File: src/hw/rtl/wli_pkg.sv
// ----------------------------------------------------------------------------
// wli_pkg
// Shared widths, codes and types of the windowed leaky integrator.
// ----------------------------------------------------------------------------
package wli_pkg;

    localparam int ACC_W            = 48;
    localparam int GAIN_W           = 16;
    localparam int GAIN_FRAC        = 14;
    localparam int STEP_W           = 16;
    localparam int WLEN_W           = 11;
    localparam int LIMIT_W          = 2;
    localparam int SPAN_W           = ACC_W + 1;
    localparam int CFG_IDX_W        = 4;
    localparam int CFG_DATA_W       = 48;

    localparam int DEF_WINDOW_DEPTH = 1024;
    localparam int DEF_SAMPLE_WIDTH = 16;

    localparam logic signed [GAIN_W-1:0] GAIN_RESET = 16'sd16384;
    localparam logic [STEP_W-1:0]        STEP_RESET = 16'd65535;

    typedef enum logic [CFG_IDX_W-1:0] {
        CFG_METHOD      = 4'd0,
        CFG_LIMIT_MODE  = 4'd1,
        CFG_INIT_STATE  = 4'd2,
        CFG_FB_GAIN     = 4'd3,
        CFG_STEP_SIZE   = 4'd4,
        CFG_WINDOW_LEN  = 4'd5,
        CFG_UPPER_BOUND = 4'd6,
        CFG_LOWER_BOUND = 4'd7
    } cfg_idx_t;

    typedef enum logic [LIMIT_W-1:0] {
        LIM_NONE = 2'd0,
        LIM_SAT  = 2'd1,
        LIM_WRAP = 2'd2
    } limit_mode_t;

    // Leak update sequence in the accumulate stage
    typedef enum logic [1:0] {
        PH_MUL,
        PH_ADD,
        PH_FIN
    } leak_phase_t;

    // Configuration as seen by the datapath, limit mode already decoded
    typedef struct packed {
        logic                      method;
        logic                      sat_en;
        logic                      wrap_en;
        logic signed [ACC_W-1:0]   init;
        logic signed [GAIN_W-1:0]  gain;
        logic [STEP_W-1:0]         step;
        logic signed [ACC_W-1:0]   upper;
        logic signed [ACC_W-1:0]   lower;
        logic signed [SPAN_W-1:0]  span;
    } cfg_t;

    typedef struct packed {
        logic rst;
        logic first;
    } item_flags_t;

endpackage

File: src/hw/rtl/wli_front.sv
// ----------------------------------------------------------------------------
// wli_front
// Input register and area multiplier: two pipeline stages that turn a
// sample into its rectangle or trapezoid area.
// ----------------------------------------------------------------------------
module wli_front import wli_pkg::*; #(
    parameter int SAMPLE_W = DEF_SAMPLE_WIDTH
) (
    input  logic                       aclk,
    input  logic                       aresetn,
    input  cfg_t                       cfg,
    input  logic                       s_valid,
    output logic                       s_ready,
    input  logic signed [SAMPLE_W-1:0] s_sample,
    input  logic                       s_reset_active,
    input  logic                       dn_ready,
    output logic                       dn_valid,
    output logic signed [SAMPLE_W+STEP_W:0] dn_area,
    output item_flags_t                dn_flags
);

    localparam int OPND_W = SAMPLE_W + 1;
    localparam int AREA_W = SAMPLE_W + STEP_W + 1;
    localparam int PROD_W = AREA_W + 1;

    logic                       a_valid_reg;
    logic signed [OPND_W-1:0]   a_opnd_reg;
    logic                       a_trap_reg;
    item_flags_t                a_flags_reg;
    logic                       b_valid_reg;
    logic signed [AREA_W-1:0]   b_area_reg;
    item_flags_t                b_flags_reg;
    logic signed [SAMPLE_W-1:0] prev_reg;
    logic                       started_reg;

    logic                       b_take;
    logic                       s_fire;
    logic signed [SAMPLE_W-1:0] xp;
    logic signed [OPND_W-1:0]   opnd_next;
    logic signed [PROD_W-1:0]   prod;
    logic signed [AREA_W-1:0]   area_next;

    assign b_take  = !b_valid_reg || dn_ready;
    assign s_ready = !a_valid_reg || b_take;
    assign s_fire  = s_valid && s_ready;

    // first sample pairs with itself in the trapezoid
    assign xp        = started_reg ? prev_reg : s_sample;
    assign opnd_next = cfg.method ? (OPND_W'(xp) + OPND_W'(s_sample)) : OPND_W'(s_sample);

    assign prod      = PROD_W'($signed({1'b0, cfg.step})) * PROD_W'(a_opnd_reg);
    assign area_next = a_trap_reg ? AREA_W'(prod >>> 1) : AREA_W'(prod);

    always_ff @(posedge aclk) begin
        if (!aresetn) begin
            a_valid_reg <= 1'b0;
            b_valid_reg <= 1'b0;
            started_reg <= 1'b0;
            prev_reg    <= '0;
        end else begin
            if (s_ready) begin
                a_valid_reg <= s_valid;
            end
            if (s_fire) begin
                prev_reg    <= s_sample;
                started_reg <= 1'b1;
            end
            if (b_take) begin
                b_valid_reg <= a_valid_reg;
            end
        end
    end

    always_ff @(posedge aclk) begin
        if (s_fire) begin
            a_opnd_reg        <= opnd_next;
            a_trap_reg        <= cfg.method;
            a_flags_reg.rst   <= s_reset_active;
            a_flags_reg.first <= !started_reg;
        end
        if (a_valid_reg && b_take) begin
            b_area_reg  <= area_next;
            b_flags_reg <= a_flags_reg;
        end
    end

    assign dn_valid = b_valid_reg;
    assign dn_area  = b_area_reg;
    assign dn_flags = b_flags_reg;

endmodule

File: config.mk
export PLATFORM = sky130hd
export DESIGN_NAME = wli_front
export DESIGN_NICKNAME = d
export VERILOG_FILES = /design/src/hw/rtl/wli_pkg.sv /design/src/hw/rtl/wli_front.sv
export SDC_FILE = /design/constraint.sdc
export NUM_CORES = 1
export LEC_CHECK = 0
export BUFFER_PORTS_ARGS = -buffer_cell sky130_fd_sc_hd__buf_2
export CORE_MARGIN = 3
export CORE_UTILIZATION = 45
export CTS_CLUSTER_SIZE = 14
export DETAILED_ROUTE_END_ITERATION = 16
export PLACE_DENSITY = 0.77
export SLEW_MARGIN = 20
export SYNTH_ARGS = -nofsm -noshare
export SYNTH_HDL_FRONTEND = slang
export SYNTH_SLANG_ARGS = --single-unit
File: constraint.sdc
create_clock -name aclk -period 15.3 [get_ports aclk]
set_input_delay 3.825 -clock aclk [delete_from_list [all_inputs] [get_ports aclk]]
set_output_delay 3.825 -clock aclk [all_outputs]
set_load 0.1 [all_outputs]
Yosys cells after proc, flatten, opt, wreduce, memory -nomap -nowiden
Cells that the tools add are included.
{ "word_totals": {"ff_bits": 74, "latchBits": 0, "ram_bits": 0, "romBits": 0, "in_bits": 249, "output_inout_bits": 37, "memories": 0} }
{ "classes": {"addsub": 1, "mul": 1, "div": 0, "n_lt_le_gt_ge": 0, "n_eq_ne": 0, "shifts": 0, "mux": 3, "bitwise": 0, "reduce_logical": 7} }
{ "op_table": {"columns": ["cell", "count"], "rows": [
  ["$mul A17 B17 Y34", 1],
  ["$mux W33", 1],
  ["$add A16 B16 Y17", 1],
  ["$mux W17", 1],
  ["$mux W16", 1],
  ["$logic_not A1 Y1", 3],
  ["$logic_and A1 B1 Y1", 2],
  ["$logic_or A1 B1 Y1", 2]
]} }

Logic depth before layout (Yosys ltp)
Gate-level depths: netlist (run 1).
{ "logic_depth": {"word_depth": 4, "depth_mapped": 23} }

Worst setup path before layout (run 1)
No wires, ideal clock.
{ "synth_timing": {"kind": "input -> register", "from": "in cfg[156] in the netlist's numbering", "to": "reg b_area_reg[32] (netlist: dn_area[32]) (data pin)", "setup_time_ns": 0.269, "arrival_ns": 9.311, "required_ns": 15.031, "slack_ns": 5.720, "stages": 21, "n_path_buf": 1, "cell_sequence": "clkbuf_1 and2_1 fa_1 inv_1 fa_1 fa_1 inv_1 fa_1 fa_1 inv_1 fa_1 inv_1 ha_1 a21o_1 a21o_1 a32o_1 or4b_4 a21oi_4 o221ai_1 xnor2_1 mux2i_1"} }
{ "synth_via": {"elab_chain_len": 2} }
{ "synth_rtl": {"columns": ["element", "line", "rtl"], "rows": [
  ["start, declared", "wli_front.sv:11", "input cfg_t cfg,"],
  ["$mul A17 B17 Y34", "wli_front.sv:51", "assign prod = PROD_W'($signed({1'b0, cfg.step})) * PROD_W'(a_opnd_reg);"],
  ["$mux W33", "wli_front.sv:52", "assign area_next = a_trap_reg ? AREA_W'(prod >>> 1) : AREA_W'(prod);"],
  ["via area_next[32]", "wli_front.sv:41", "logic signed [AREA_W-1:0] area_next;"],
  ["end signal, assigned", "wli_front.sv:82", "b_area_reg <= area_next;"],
  ["end, declared", "wli_front.sv:31", "logic signed [AREA_W-1:0] b_area_reg;"]
]} }
The timed path passes the listed nets, and every way through them passes these cells.
A chain may end at the register's enable or synchronous reset.

Final worst setup path (run 1)
{ "layout_timing": {"from": "in cfg[151] in the netlist's numbering", "to": "reg b_area_reg[29] (netlist: dn_area[29]) (data pin)"} }
The elaborated chain is that of the path after synthesis.

==> out/metrics.cfg, run 1 <==
[critical_path]
cp.arrival_ns=10.11
cpMaxStageDelayCell=fa_1
path_class=input pin to register
required_ns=15.46
reg2reg_from=a_opnd_reg[8]$_DFFE_PP_
cp_max_fo=17
critPathMaxStageDelay_ns=0.57
crit_path_frequent_cell=fa_1
cp_cell_sequence=buf_2 > nand2_1 > fa_1 > inv_1 > fa_1 > fa_1 > fa_1 > fa_1 > inv_1 > fa_1 > inv_1 > ha_1 > a2111oi_0 > o21ai_1 > a221oi_1 > o211ai_1 > a221oi_2 > a21oi_1 > xnor2_1 > mux2i_1
crit_path_end_kind=register
startpoint=cfg[151]
startpoint_type=input pin

[drt]
wire_per_inst_um=16.9
wl_mm=32.1
viasPerCell=5.33
final_antenna_net_count=0
drt-initial-drc-count=593
drc=0
routed-via-count=10145
firstDrtPassIters=6

[synth]
async_flop_share_pct=0
synth_edf_count=55
synthFlopType=edfxtp_1
syn_nets=2077
syn_area_per_cell_um2=9.22
ys_top_cells_by_area=fa_1 (31%), ha_1 (13%), edfxtp_1 (12%)
yosysUniqueCellTypes=63
ys_seq_area_share_pct=14.9
synth_seq_cells=74
synth_cells=1474
netlist_area_mm2=0.0136
synth.top_cell.area_share_pct=30.9
ys_warn_count=0
synth_largest_area_cell=fa_1

[placement]
post-dp-hpwl_mm=24.7
portBuffers=74
place_congestion=0.875
place_area_mm2=0.0143

[floorplanning]
rows=63
ios=286
die_y_um=180
initial_core_util_pct=45.7
core-area_mm2=0.0297
dieArea_mm2=0.0323
die_w_um=180

[clock_network]
cts_tree=built
numCtsBuffers=9
cts-root-buf=clkbuf_16
cts_resized=0
cts_setup_buffers=0
clk_latency_ns=0.36
clockBufferDepth=2
cts.sinks=74
htree_levels=3
clk_pin_slew_worst_paths_ns=0.06
cts_hold_buf=0

[layout]
layout-area-overhead-vs-synth_pct=7.21
mostFrequentLayoutCells=inv_1 (320), fa_1 (210), nand2_1 (166)
drive_gt1_share_pct=9.26
final_common_cell=inv_1
largest_register_ffs=33
nNetsFinal=2110
final_area_mm2=0.0146
antenna_cells=0

[timing]
skew_ns=0.0105
relSlewSlack_pct=33.3
hold_viol_final=0
finalSetupViolCount=0
hold_ws_ns=0.426
slew_violations=0
fin_crit_ns=9.95
fin_crit_sh_pct=65.0
worst_slew_pin_slew_ns=0.998
setup_tns_ns=0
fmax_mhz=101
rsz0062_at_grt=false

[grt]
grt.total_usage_pct=20.3
grt_start_max_net_pins=37
grt_first_pass_wirelength_mm=54.0
gr-total-overflow=0
antenna_found_initial=0
grt_pass1_vias=10984

[run]
drv_cap=0

[status]
outcome=finished, final reports clean

[min_path]
min-delay-start=a_flags_reg[0]$_DFFE_PP_
worstHoldPathType=register to register

==> layer usage <==
metal  global-route usage (%)  routed length [µm]  share of wire, %
met1                     26.1               13400                42
met2                     34.1               15300                48
met3                     3.86                2160               6.7
met4                     7.92                1200               3.7
met5                        0                   0                 0
==> cell families after synthesis <==
kind of cell / after synthesis / share of synthesized area (%)
AO/OA/AOI/OAI: 160 / 8.16
XOR/XNOR: 38 / 2.45
adder cells (fa/ha/maj): 354 / 44.2
buffers and inverters: 375 / 10.4
flip-flops: 74 / 14.9
multiplexers: 46 / 3.75
AND/OR/NAND/NOR: 427 / 16.1
==> critical path, delay by kind of cell <==
family	cells	cell delay (ns)
xor gates and xnor gates	1	0.16
AOI/OAI and AO/OA	6	1.73
buffers and inverters	4	0.55
adders and majority gates	7	3.44
muxes	1	0.24
and+or+nand+nor	1	0.15
==> worst paths after layout <==
| path | depth (start not counted) | endpoint | slack [ns] |
|---|---|---|---|
| min | 0 | dn_flags[0]$_DFFE_PP_ | 0.43 |
| min reg2reg | 0 | dn_flags[0]$_DFFE_PP_ | 0.43 |
| max | 20 | dn_area[29]$_DFFE_PP_ | 5.35 |
| max reg2reg | 19 | dn_area[29]$_DFFE_PP_ | 8.31 |
==> cell type report <==
type                       instances  area, µm²
fill                            2684      15100
multi-input combinational       1025      10200
sequential                        74       2030
inverter                         322       1210
tap                              390        488
timing repair buffer              75        378
clock buffer                       9        225
clock inverter                     7       85.1
==> synthesized netlist by cell type (5+ instances only) <==
library cell and count:
a21o_1 21, mux2i_1 7, xnor2_1 27, nor2_1 25
nand4_1 7, a211o_1 5, o21ai_0 18, o21a_1 5
xor2_1 11, o211ai_1 9, edfxtp_1 55, or3_1 5
a31oi_1 6, nand2b_1 13, a21oi_1 33, dfxtp_1 19
a21boi_0 18, o21ai_1 13, clkbuf_1 47, and2_1 163
inv_1 320, nor2b_1 17, mux2_2 38, fa_1 210
nand2_1 166, nor3_1 10, and3_1 8, ha_1 144
==> stage by stage <==
stage	worst slack, ns	instances	utilization (%)
3_3_place_gp	5.16	1886	48.0
6_report	5.35	1902	49.0
3_5_place_dp	5.08	1886	48.0
2_1_floorplan	5.72	1474	-
5_1_grt	5.17	1902	49.0
4_1_cts	5.44	1902	49.0
Power of run 1 is left out: the tool's default activity adds up to more than one toggle a clock period on the data nets, which glitch-free logic cannot reach.
==> inputs of run 2 (changes only) <==
- PLACE_DENSITY: 0.77 -> 0.79
- clock period: 15.3 -> 8 ns (I/O delays scaled with it)
==> run 2 against run 1 <==
Hold slack worse by 0.018 ns. Global-route usage shrank 0.70 points. Critical path type unchanged. Highest routed layer is now met5. Non-clock buffer count increased by 57. First-iteration DRC count decreased by 11%. Die area unchanged. Wire length is 2.7% lower.
==> out/metrics.cfg, run 2 (same netlist as run 1, synthesis figures left out) <==
[timing]
fin_crit_ns=7.87
relSlewSlack_pct=33.3
fmax_mhz=127
skew_ns=0.0164
worst_slew_pin_slew_ns=0.999
fin_crit_sh_pct=98.3
slew_violations=0
hold_viol_final=0
rsz0062_at_grt=true
finalSetupViolCount=0

[clock_network]
clk_pin_slew_worst_paths_ns=0.08
cts_tree=built
numCtsBuffers=9
clockBufferDepth=2
cts-root-buf=clkbuf_16
htree_levels=3
cts_hold_buf=0
clk_latency_ns=0.35
cts.sinks=74

[layout]
final_common_cell=inv_1
antenna_cells=0
largest_register_ffs=33
final_util_pct=50.6
drive_gt1_share_pct=12.7
final_area_mm2=0.0150
multi_input_area_mm2=0.0102
fin_cells=1959
nNetsFinal=2167
layout-area-overhead-vs-synth_pct=10.7
seqCellArea_mm2=0.00203
n_fill_cell=2617
mostFrequentLayoutCells=inv_1 (320), fa_1 (210), nand2_1 (166)

[critical_path]
setup.worst_path.end=dn_area[26]$_DFFE_PP_
path_class=input pin to register
r2r_setup_slack_ns=1.21
startpoint=cfg[156]
required_ns=8.07
cp_max_fo=9
cp.arrival_ns=7.94
crit_path_end_kind=register
rr_endpoint=dn_area[32]$_DFFE_PP_
reg2reg_from=a_opnd_reg[3]$_DFFE_PP_
worstRegToRegCells=20
startpoint_type=input pin

[placement]
post-dp-hpwl_mm=25.2
portBuffers=74
post-place-cells=1941
place_area_mm2=0.0147
place_congestion=0.912

[floorplanning]
ios=286
initial_core_util_pct=45.7
dieArea_mm2=0.0323
die_y_um=180
die_w_um=180
core-area_mm2=0.0297
rows=63

[status]
outcome=finished, final reports clean

[grt]
gr-total-overflow=0
use_met1_pct=26.2
grt_pass1_vias=10670
met2_usage_pct=33.3
grt.total_usage_pct=19.6
busiest_layer=met2
antenna_found_initial=2
met3_usage_pct=3.08
grt_start_max_net_pins=37
grt_first_pass_wirelength_mm=52.4

[drt]
firstDrtPassIters=6
wire_per_inst_um=15.9
wl_mm=31.2
drt-initial-drc-count=527
routed-via-count=10227
viasPerCell=5.22
drc=0
final_antenna_net_count=0

[run]
drv_cap=0

[min_path]
min_path_cells=0
worstHoldPathType=register to register

-- run 2: changes by cell type in the layout (fill, tap and decap cells not counted), moves of 2 or more --
cell / delta
buf_2: -5
clkinv_4: +2
clkbuf_4: +4
buf_4: +57
-- run 2: worst min-delay path by stage --
stage / from / to / slack [ns]
after floorplan: a_flags_reg[0]$_DFFE_PP_ / dn_flags[0]$_DFFE_PP_ / 0.40
after global routing: a_flags_reg[1]$_DFFE_PP_ / dn_flags[1]$_DFFE_PP_ / 0.44
after detailed placement: a_flags_reg[1]$_DFFE_PP_ / dn_flags[1]$_DFFE_PP_ / 0.41
after CTS: a_flags_reg[1]$_DFFE_PP_ / dn_flags[1]$_DFFE_PP_ / 0.42
after global placement: a_flags_reg[1]$_DFFE_PP_ / dn_flags[1]$_DFFE_PP_ / 0.41
final: a_flags_reg[1]$_DFFE_PP_ / dn_flags[1]$_DFFE_PP_ / 0.41
-- run 2: metrics by stage --
step	hold slack (ns)	TNS (ns)	setup WS, ns
after floorplan	0.400	0	0.245
after global placement	0.405	-0.866	-0.173
after detailed placement	0.411	-2.03	-0.312
after CTS	0.415	0	0.0108
after global routing	0.443	-0.0542	-0.0260
final	0.408	0	0.133
-- run 2: area by class of cell --
type                            count  area share, %
Clock buffer                        9           1.50
Clock inverter                      7          0.557
Inverter                          322           8.03
Multi-Input combinational cell   1025           67.6
Sequential cell                    74           13.5
Tap cell                          390           3.24
Timing Repair Buffer              132           5.52
-- run 2: critical path, stage by stage --
cell,delay (ns)
clkbuf_4,0.20
buf_4,0.19
nand2_1,0.09
fa_1,0.54
fa_1,0.54
inv_1,0.07
fa_1,0.56
fa_1,0.45
fa_1,0.50
inv_1,0.05
fa_1,0.50
inv_1,0.05
ha_1,0.21
a2111oi_2,0.36
o21ai_1,0.15
a221oi_2,0.30
o211ai_1,0.28
a221oi_2,0.39
buf_4,0.18
xor2_1,0.20
o21ai_1,0.12
-- run 2: routing by layer --
layer  part of all wire, %  wire length, µm
met5                 0.035               11
met4                   2.2              701
met3                   5.6             1750
met2                    49            15300
met1                    43            13500
-- run 2: timing repair --
item | CTS | global route
pin swaps | 2 | 4
endpoints found under the setup margin | 1 | 10
cloned | 0 | 0
buffers inserted | 0 | 2
resized for setup | 1 | 9
Power of run 2 is left out for the same reason.
